File: src/rtl/stlt_pkg.sv
// ----------------------------------------------------------------------------
// stlt_pkg: shared types and constants of the STA/LTA energy trigger
// Widths, register indexes, sequencer states and small helper functions.
// ----------------------------------------------------------------------------
package stlt_pkg;

    localparam int LONG_WINDOW_MAX = 4096;
    localparam int SAMPLE_BITS     = 16;
    localparam int ADDR_BITS       = $clog2(LONG_WINDOW_MAX);
    localparam int LEN_BITS        = ADDR_BITS + 1;
    localparam int THR_BITS        = 16;
    localparam int COUNT_BITS      = 24;
    localparam int CFG_BITS        = 24;
    localparam int CFG_IDX_BITS    = 2;
    localparam int MAG_BITS        = SAMPLE_BITS + 1;
    localparam int SQ_BITS         = 2 * SAMPLE_BITS;
    // one guard bit above the window sum for the add before the saturating subtract
    localparam int SUM_BITS        = SQ_BITS + ADDR_BITS + 1;
    localparam int MUL_BITS        = 32;
    localparam int PROD_BITS       = 2 * MUL_BITS;
    localparam int K_BITS          = THR_BITS + LEN_BITS;
    localparam int ACC_BITS        = K_BITS + SUM_BITS + 1;

    localparam logic [COUNT_BITS-1:0] COUNT_MAX = '1;

    localparam logic [CFG_IDX_BITS-1:0] CFG_STA_LENGTH      = 2'd0;
    localparam logic [CFG_IDX_BITS-1:0] CFG_LTA_LENGTH      = 2'd1;
    localparam logic [CFG_IDX_BITS-1:0] CFG_RATIO_THRESHOLD = 2'd2;
    localparam logic [CFG_IDX_BITS-1:0] CFG_START_INDEX     = 2'd3;

    typedef enum logic [3:0] {
        S_IDLE,
        S_READ,
        S_SQ_SHORT,
        S_SQ_LONG,
        S_UPDATE,
        S_MUL1,
        S_MUL2,
        S_MUL3,
        S_MUL4,
        S_MUL5,
        S_COMPARE,
        S_DONE
    } t_state;

    typedef struct packed {
        logic                   re;
        logic [ADDR_BITS-1:0]   raddr_a;
        logic [ADDR_BITS-1:0]   raddr_b;
        logic                   we;
        logic [ADDR_BITS-1:0]   waddr;
        logic [SAMPLE_BITS-1:0] wdata;
    } t_hist_req;

    // magnitude of a two's complement sample, one bit wider than the sample
    function automatic logic [MAG_BITS-1:0] stlt_mag(input logic [SAMPLE_BITS-1:0] raw);
        logic [MAG_BITS-1:0] ext;
        ext = {raw[SAMPLE_BITS-1], raw};
        return raw[SAMPLE_BITS-1] ? (~ext + MAG_BITS'(1)) : ext;
    endfunction

    // clamp a window length into 1 .. LONG_WINDOW_MAX
    function automatic logic [LEN_BITS-1:0] stlt_eff_len(input logic [LEN_BITS-1:0] len);
        if (len == '0) begin
            return LEN_BITS'(1);
        end else if (len > LEN_BITS'(LONG_WINDOW_MAX)) begin
            return LEN_BITS'(LONG_WINDOW_MAX);
        end
        return len;
    endfunction

endpackage

File: src/rtl/stlt_mul.sv
// ----------------------------------------------------------------------------
// stlt_mul: shared unsigned multiplier
// One 32 by 32 product per cycle, registered at the output.
// ----------------------------------------------------------------------------
module stlt_mul import stlt_pkg::*; (
    input  logic                 i_clk,
    input  logic [MUL_BITS-1:0]  i_a,
    input  logic [MUL_BITS-1:0]  i_b,
    output logic [PROD_BITS-1:0] o_p
);

    logic [PROD_BITS-1:0] r_p;

    always_ff @(posedge i_clk) begin
        r_p <= PROD_BITS'(i_a) * PROD_BITS'(i_b);
    end

    assign o_p = r_p;

endmodule

File: config.mk
export PLATFORM = sky130hd
export DESIGN_NAME = stlt_mul
export DESIGN_NICKNAME = d
export VERILOG_FILES = /design/src/rtl/stlt_pkg.sv /design/src/rtl/stlt_mul.sv
export SDC_FILE = /design/constraint.sdc
export NUM_CORES = 2
export LEC_CHECK = 0
export ABC_AREA = 1
export BUFFER_PORTS_ARGS = -buffer_cell sky130_fd_sc_hd__buf_2
export CAP_MARGIN = 10
export CORE_ASPECT_RATIO = 0.9
export CORE_MARGIN = 10
export CORE_UTILIZATION = 25
export DETAILED_ROUTE_END_ITERATION = 16
export MAX_ROUTING_LAYER = met4
export PLACE_DENSITY = 0.48
export RECOVER_POWER = 50
export SYNTH_ARGS = -nofsm -noshare
export SYNTH_HDL_FRONTEND = slang
export SYNTH_SLANG_ARGS = --single-unit
File: constraint.sdc
create_clock -name i_clk -period 8.36 [get_ports i_clk]
set_clock_uncertainty 0.15 [all_clocks]
set_input_delay 0.418 -clock i_clk [delete_from_list [all_inputs] [get_ports i_clk]]
set_output_delay 0.418 -clock i_clk [all_outputs]
set_load 0.005 [all_outputs]
==> metrics.yaml <==
yosys:
  ys_seq_elements: 64
  ys_warn_count: 0
  avgSynthCellArea_um2: 7.45
  yosysSeqAreaShare_pct: 3.43
  synth.distinct_cells: 23
  syn_nets: 6247
  synth_cells: 5023
  syn_area_um2: 37400
clocking:
  htreeDepth: 3
  postCtsSetupRepairBufs: 0
  numCtsBuffers: 9
  postCtsHoldBufs: 0
  cts_sinks: 64
  cts-root-buf: "clkbuf_16"
  ctsLongestPathBuffers: 2
  cts_resized: 0
  cts_tree: "built"
  clkSlewWorstSetupHoldPaths_ns: 0.06
sta:
  rsz0062_at_grt: "no"
  tns_ns: 0
  fmax_ghz: 0.131
  setup_violations: 0
  report.final.slew_viol_count: 0
  relSlewSlack_pct: 6.76
  fin_crit_sh_pct: 91.1
  hold_viol: 0
  hold_slack_ns: 0.493
  final.min_clock_period_ns: 7.61
  tightest_slew_ns: 1.40
  layout_setup_ws_ns: 0.748
critical_path:
  start_kind: "input pin"
  end_kind: "flip-flop"
  arrival_ns: 7.64
  cp.required_ns: 8.39
  critPathMaxFanout: 22
  path_class: "in -> reg"
min_path:
  hold_class: "in -> reg"
global_route:
  grt_pass1_wl_mm: 189
  antenna_found_initial: 6
  grt_max_degree: 33
  grt_overflow_total: 0
  grt_util_all_layers_pct: 15.1
  grt_pass1_vias: 31600
floorplanning:
  start_util_pct: 25.2
  coreArea_um2: 149000
  num_rows: 134
  die-width_um: 428
  ios: 129
  die_y_um: 387
  die-area_um2: 165000
placed_design:
  gp_congestion: 0.872
  dp_hpwl_mm: 103
  place_ws_ns: 0.581
  post-place-cells: 6980
  port_buffers: 128
layout:
  drive_gt1_share_pct: 3.92
  layout_commonest_cell: "inv_1"
  fill_cells: 16500
  nets: 6243
  syn_to_final_growth_pct: 8.07
  instances_no_fill: 7001
  final_cell_mix: "1723 x inv_1, 1566 x nand2_1, 896 x fa_1"
  largest_register_ffs: 64
detailed_routing:
  drt_iter0_drc: 1680
  ant_nets: 0
  drt-total-wl_mm: 119
  via_per_inst: 4.14
  firstDrtPassIters: 7
  drc: 0
  vias: 29000
  drt-wirelength-per-cell_um: 17.0
job:
  cap_violations: 0
status:
  status: "finished, final reports clean"
stage by stage:
stage	util (%)	instance area [µm²]
after floorplan	-	37400
after detailed placement	27.0	40200
after global routing	27.2	40400
final	27.2	40400
after global placement	27.0	40200
after CTS	27.3	40500
layer usage:
layer	track usage (%)	vias to the layer above	part of all wire, %
met5	-	-	0
met4	3.18	0	2.3
met3	1.32	120	4.5
met2	24.8	650	48
met1	20.1	14600	45
li1	-	13600	-
layout make-up:
| cell class | instances | area, µm² | area share, % |
|---|---|---|---|
| clock buffer | 9 | 225 | 0.557 |
| tap | 1972 | 2470 | 6.10 |
| multi-input combinational | 3032 | 28900 | 71.5 |
| inverter | 1735 | 6510 | 16.1 |
| sequential | 64 | 1280 | 3.17 |
| timing repair buffer | 177 | 931 | 2.30 |
| antenna | 5 | 12.5 | 0.0310 |
| clock inverter | 7 | 103 | 0.254 |
synth_stat cells:
cell type | n | area [µm²]
nand2_1 | 1566 | 5880
nand3_2 | 9 | 90.1
o21ai_0 | 2 | 10.0
o21bai_1 | 11 | 82.6
inv_2 | 12 | 45.0
fa_1 | 896 | 17900
xor2_1 | 33 | 289
nor3_2 | 6 | 60.1
a21oi_1 | 43 | 215
clkbuf_1 | 192 | 721
inv_1 | 1723 | 6470
nand3_1 | 56 | 280
nand4_1 | 16 | 100
nor2_1 | 81 | 304
nor2_2 | 14 | 87.6
nor2_4 | 6 | 67.6
ha_1 | 263 | 3290
nand2_2 | 15 | 93.8
nor3_1 | 11 | 55.1
xnor2_1 | 2 | 17.5
o21bai_2 | 1 | 11.3
nor3_4 | 1 | 16.3
dfxtp_1 | 64 | 1280
final timing paths:
kind / from / to / slack (ns) / cells after the start
max: i_a[0] / o_p[30] / 0.75 / 20
min: i_b[0] / o_p[0] / 0.49 / 3
cells by family (layout without fill, tap and decap cells):
family | count (synthesis) | in the layout | share of synthesized area (%)
xor+xnor | 35 | 35 | 0.820
simple gates | 1781 | 1781 | 18.8
buf+inv | 1927 | 1928 | 19.3
flops | 64 | 64 | 3.43
compound gates | 57 | 57 | 0.853
fa+ha+maj | 1159 | 1159 | 56.8
other cells | 0 | 5 | 0
worst max-delay path, cell delays in order:
cell and delay (ns):
buf_2 0.29, clkbuf_1 1.06, nand2_1 0.16, fa_1 0.43, inv_1 0.08, fa_1 0.44
ha_1 0.30, fa_1 0.48, fa_1 0.53, fa_1 0.44, fa_1 0.59, fa_1 0.45
ha_1 0.39, nand2_1 0.12, nor2_1 0.19, inv_1 0.13, nor2_1 0.32, a21oi_1 0.14
nand2_2 0.19, xor2_1 0.47
Power is not shown: default switching activity piles up to over one toggle a cycle in this logic, so the estimate is an artifact.
